`src/rtl/core/region_weighted_chi_square_macros.svh`:
```
// assertion helpers for the chi-square block
`ifndef REGION_WEIGHTED_CHI_SQUARE_MACROS_SVH
`define REGION_WEIGHTED_CHI_SQUARE_MACROS_SVH

// flags a condition that must never hold outside reset
`define RWCS_NEVER(label, clk, rst_n, cond, msg) \
  label: assert property (@(posedge clk) disable iff (!rst_n) !(cond)) else $error(msg);

// flags a condition that must hold in the cycle after a trigger
`define RWCS_NEXT(label, clk, rst_n, trig, cond, msg) \
  label: assert property (@(posedge clk) disable iff (!rst_n) (trig) |=> (cond)) else $error(msg);

`endif

```
`src/rtl/core/rwcs_pkg.sv`:
```
`default_nettype none
package rwcs_pkg;

  localparam int MAX_REGIONS_SIDE = 8;
  localparam int MAX_IMAGE_SIDE   = 1024;
  localparam int REG_IDX_W        = 3;
  localparam int CFG_DATA_W       = 11;
  localparam int QUEUE_DEPTH      = 4;

  localparam logic [REG_IDX_W-1:0] REG_IMAGE_WIDTH  = 3'd0;
  localparam logic [REG_IDX_W-1:0] REG_IMAGE_HEIGHT = 3'd1;
  localparam logic [REG_IDX_W-1:0] REG_REGION_SIZE  = 3'd2;
  localparam logic [REG_IDX_W-1:0] REG_MARGIN       = 3'd3;
  localparam logic [REG_IDX_W-1:0] REG_OFFSET_X     = 3'd4;
  localparam logic [REG_IDX_W-1:0] REG_OFFSET_Y     = 3'd5;
  localparam logic [REG_IDX_W-1:0] REG_EXTRA_REGION = 3'd6;

  localparam logic [62:0] SUM_MAX = {63{1'b1}};

  typedef struct packed {
    logic signed [23:0] model_value;
    logic signed [23:0] observed_value;
    logic [15:0]        pixel_weight;
  } in_data_t;

  typedef struct packed {
    logic [2:0]  region_col;
    logic [2:0]  region_row;
    logic [62:0] chi_square;
    logic        last_of_run;
  } out_data_t;

  typedef struct packed {
    logic [10:0] image_width;
    logic [10:0] image_height;
    logic [10:0] region_size;
    logic [9:0]  margin;
    logic [9:0]  offset_x;
    logic [9:0]  offset_y;
    logic        extra_region;
  } cfg_t;

  typedef struct packed {
    logic [47:0] contrib;
    logic [7:0]  x_mask;
    logic [7:0]  y_mask;
    logic        frame_end;
    logic [3:0]  nx;
    logic [3:0]  ny;
  } job_t;

  function automatic logic [2:0] lsb_idx(input logic [7:0] m);
    logic [2:0] r;
    r = 3'd0;
    for (int k = 7; k >= 0; k--) begin
      if (m[k]) r = 3'(k);
    end
    return r;
  endfunction

endpackage
`default_nettype wire

```
`src/rtl/core/rwcs_queue.sv`:
```
`default_nettype none
module rwcs_queue (
  input  wire logic           clk,
  input  wire logic           rst_n,
  input  wire logic           push,
  input  wire rwcs_pkg::job_t push_job,
  input  wire logic           pop,
  output rwcs_pkg::job_t      pop_job,
  output logic                full,
  output logic                empty
);

  rwcs_pkg::job_t mem_r [rwcs_pkg::QUEUE_DEPTH];
  logic [1:0] wp_r, rp_r;
  logic [2:0] cnt_r;

  assign full    = cnt_r == 3'(rwcs_pkg::QUEUE_DEPTH);
  assign empty   = cnt_r == 3'd0;
  assign pop_job = mem_r[rp_r];

  always_ff @(posedge clk) begin
    if (!rst_n) begin
      wp_r  <= 2'd0;
      rp_r  <= 2'd0;
      cnt_r <= 3'd0;
    end else begin
      if (push) wp_r <= wp_r + 2'd1;
      if (pop) rp_r <= rp_r + 2'd1;
      cnt_r <= cnt_r + {2'd0, push} - {2'd0, pop};
    end
  end

  always_ff @(posedge clk) begin
    if (push) mem_r[wp_r] <= push_job;
  end

endmodule
`default_nettype wire

```
`config.mk`:
```
export PLATFORM = sky130hd
export DESIGN_NAME = rwcs_queue
export DESIGN_NICKNAME = d
export VERILOG_FILES = /design/src/rtl/core/region_weighted_chi_square_macros.svh /design/src/rtl/core/rwcs_pkg.sv /design/src/rtl/core/rwcs_queue.sv
export SDC_FILE = /design/constraint.sdc
export NUM_CORES = 1
export LEC_CHECK = 0
export BUFFER_PORTS_ARGS = -buffer_cell sky130_fd_sc_hd__buf_2
export CORE_ASPECT_RATIO = 0.6
export CORE_MARGIN = 1
export CORE_UTILIZATION = 35
export DETAILED_ROUTE_END_ITERATION = 10
export MAX_ROUTING_LAYER = met4
export PLACE_DENSITY = 0.49
export SETUP_SLACK_MARGIN = 0.15
export SLEW_MARGIN = 0
export SYNTH_ARGS = -nofsm -noshare
export SYNTH_HDL_FRONTEND = slang
export SYNTH_SLANG_ARGS = --single-unit
export TNS_END_PERCENT = 10
```
`constraint.sdc`:
```
create_clock -name clk -period 5.8 [get_ports clk]
set_clock_uncertainty 0.2 [all_clocks]
set_input_delay 0 -clock clk [delete_from_list [all_inputs] [get_ports clk]]
set_output_delay 0 -clock clk [all_outputs]
set_load 0.01 [all_outputs]
```
* Word level (Yosys, flattened, before mapping)
Memory sizes are Yosys's and may differ from the RTL's. A register that Yosys moved wholly into a read port is not among the register bits. Index checks and enable logic that the tools add are counted.
Storage, ports and cells: flip-flop bits (word level) 7, memory bits (writable) 292, memories kept 1
Memory list:
- mem_r | words 4, width 73, rd ports 1, clocked after Yosys merged registers in 1, write ports 1, RTL line rwcs_queue.sv:13 | rwcs_pkg::job_t mem_r [rwcs_pkg::QUEUE_DEPTH];
Operators by class: add/sub/neg operators 4, eq/ne operators 1, multiplexer cells 4, reduce and logical (&&, ||, !) cells 1
Operators by type and width (number):
- $add 2x1->2 const B | 2
- $mux 2 | 2
- $add 3x1->3 | 1
- $eq 3x3->1 const B | 1
- $logic_not 3->1 | 1
- $sub 3x1->3 | 1
- $mux 1 | 2

* Depth between registers and ports, before layout
word-level depth 3, mapped depth 7, mapped depth without buffers 7

* Worst setup path after synthesis
OpenSTA, ideal clock, no wires.
path type register to register, from reg wp_r[0], to mem mem_r[0][0] (netlist name) (enable), library setup time 439 ps, arrival 2249 ps, data required time 5161 ps, path slack 2912 ps, cell stages (with the launch flop) 4, period minus slack after synthesis 2888 ps, path through dfxtp_1 inv_1 ha_1 and2_1
RTL lines:
- start: declaration | RTL line rwcs_queue.sv:14 | logic [1:0] wp_r, rp_r;
- start signal: assignment | RTL line rwcs_queue.sv:27 | if (push) wp_r <= wp_r + 2'd1;
- end: declaration | RTL line rwcs_queue.sv:13
Straight into the memory's write port.

==> impl_metrics.csv <==
group,metric,value,unit
status,status,"complete, no violations",
floorplanning,dieArea,32310,µm²
logic_synthesis,ys_seq_elements,301,
critical_path,r2r_slack,3.44,ns
critical_path,cp.arrival,2.99,ns
cts,htreeDepth,1,
sta,setup_viol,0,
pwr,p_leak,4.899,nW
cts,clock_sinks,301,
logic_synthesis,synth_area_per_cell,26.06,µm²
global_route,grt_max_degree,45,
logic_synthesis,syn_nets,508,
routing,drt-initial-drc-count,247,
critical_path,crit_type,"flop to output port",
sta,rsz0062_at_grt,"no",
critical_path,path_max_fanout,39,
global_route,grt_first_pass_wirelength,34.76,mm
floorplanning,rows,49,
place,gp_congestion,0.7473,
place,pre_cts_slack,3.028,ns
critical_path,r2r-start,"cnt_r[0]$_SDFF_PN0_",
routing,drc,0,
sta,setup_ws,2.615,ns
pwr,ir_drop,0.2422,mV
routing,routed_wl,22.16,mm
cells_and_area,layout_common_cells,"edfxtp_1 (292), buf_2 (151), dlygate4sd3_1 (124)",
cells_and_area,diodes,0,
logic_synthesis,async_flop_share,0,
worst_hold_path,min_to,"mem_r[0][67]$_DFFE_PP_",
logic_synthesis,synth_cell_types,21,
floorplanning,dieWidth,231.4,µm
cells_and_area,final_nets,804,
worst_hold_path,min_from,"push_job[67]",
cells_and_area,multi_input_area,1894,µm²
cells_and_area,final_common_cell,"edfxtp_1",
worst_hold_path,hold_class,"primary input to flop",
cts,cts_tree,"yes",
cells_and_area,area_growth,29.89,%
critical_path,rr_endpoint,"cnt_r[1]$_SDFF_PN0_",
routing,wire_per_inst,19.27,µm
logic_synthesis,ys.flop_type,"edfxtp_1",
sta,maxSlewHeadroom,0.4500,
global_route,grt_pass1_vias,5957,
logic_synthesis,ys_seq_area_frac,0.8098,
cts,cts-resized-gates,0,
cells_and_area,final_layout_size_suffix_gt1_frac,0.3787,
sta,final.min_clock_period,3.185,ns
global_route,overflow,0,
cts,cts_setup_buffers,0,
cts,cts_root_buffer,"clkbuf_16",
cells_and_area,ff_latch_area,8956,µm²
pwr,p_per_area,340.5,nW/µm²
place,portBuffers,151,
run,cap_violations,0,
floorplanning,start_util,0.3627,
logic_synthesis,synth_edf_count,292,
critical_path,crit_path_start_kind,"flop",
worst_hold_path,hold_path_depth,2,
routing,routed_via_density,4.678,
global_route,grt_usage,0.1465,
sta,slew_violations,0,
cts,worstSkewPairLatency,0.54,ns
sta,tightest_slew,0.8251,ns
routing,drt_pass1_iterations,4,
cts,clkTransAtPathRegs,0.06,ns
sta,hold_viol,0,
floorplanning,die_h,139.6,µm
routing,antenna_left,0,
critical_path,worstPathRequired,5.60,ns
global_route,antenna_found_initial,0,
routing,vias,5380,
cts,cts_buffers,29,
logic_synthesis,synth_cells,424,
floorplanning,core,30470,µm²
logic_synthesis,syn_area,11050,µm²
cts,clockBufferDepth,3,
cells_and_area,fillers,2575,
critical_path,r2r_cells,7,
place,hpwl,12.74,mm
sta,setup_tns,0,ns
logic_synthesis,yosysWarnings,0,
sta,period_share,0.5492,
sta,timing.fmax,314.0,MHz
pwr,post-layout-total-power,4.887,mW
critical_path,critPathCaptureType,"output port",
cts,ctsHoldBuffers,123,
floorplanning,boundaryPins,152,
metal layers:
layer,vias up,routed length [µm],global-route usage
li1,2402,-,-
met1,2827,10370,0.2007
met2,114,10380,0.2249
met3,37,1036,0.03361
met4,0,376,0.02928
met5,-,0,-
state kept, by name, indices dropped and copies added (netlist names), named ones only:
register / flops
mem_r: 292
cnt_r: 3
rp_r: 2
wp_r: 2
stage by stage:
stage,cells,cell area [µm²],utilization,hold WS [ns]
after floorplan,424,11050,-,-0.1011
after global placement,973,12190,0.4000,0.006945
after detailed placement,973,12190,0.4000,0.01812
after CTS,1149,14340,0.4707,0.001266
after global routing,1150,14350,0.4711,0.001214
final,1150,14350,0.4711,0.01722
cells by family (layout without fill, tap and decap cells):
group	after synthesis	count (layout)	synth area share
adder cells (fa/ha/maj)	7	7	0.008605
AO/OA/AOI/OAI	2	2	0.001358
flip-flops	301	301	0.8098
AND/OR/NAND/NOR	14	14	0.006794
XOR/XNOR	3	3	0.003736
buffers and inverters	23	341	0.01970
multiplexers	74	74	0.1500
how the worst max path moves through the flow:
stage,from,end,cells past startpoint
CTS,flop,pop_job[49],3
global route,flop,pop_job[49],3
finish,flop,pop_job[23],3
global placement,flop,pop_job[53],3
floorplan,wp_r[0]$_SDFFE_PN0P_,mem_r[0][0]$_DFFE_PP_,3
detailed placement,flop,pop_job[49],3
cells in the mapped netlist (2+ instances only):
| library cell | n | area (µm²) |
|---|---|---|
| and2_1 | 6 | 37.54 |
| buf_12 | 7 | 140.1 |
| buf_2 | 7 | 35.03 |
| dfxtp_1 | 9 | 180.2 |
| edfxtp_1 | 292 | 8768 |
| ha_1 | 6 | 75.07 |
| inv_1 | 7 | 26.28 |
| mux4_2 | 72 | 1622 |
| nor2_1 | 5 | 18.77 |
| xnor2_1 | 2 | 17.52 |
power by group:
part | switching (mW) | internal [mW] | total [mW]
Sequential | 0.0480 | 2.50 | 2.55
Combinational | 0.242 | 0.266 | 0.508
Clock | 0.786 | 1.05 | 1.83
Total | 1.08 | 3.81 | 4.89
critical path, cell delays in order, from the launching register on:
cell and delay, ns:
dfxtp_4 0.83, buf_4 0.77, mux4_2 0.62, buf_2 0.16
area by class of cell:
type,count,share of cell area
inverter,7,0.001831
tap,408,0.03556
timing repair buffer,281,0.1423
multi-input combinational,100,0.1320
clock inverter,22,0.01334
clock buffer,31,0.05108
sequential,301,0.6240
Note: power is estimated with default switching activity, not from simulation.
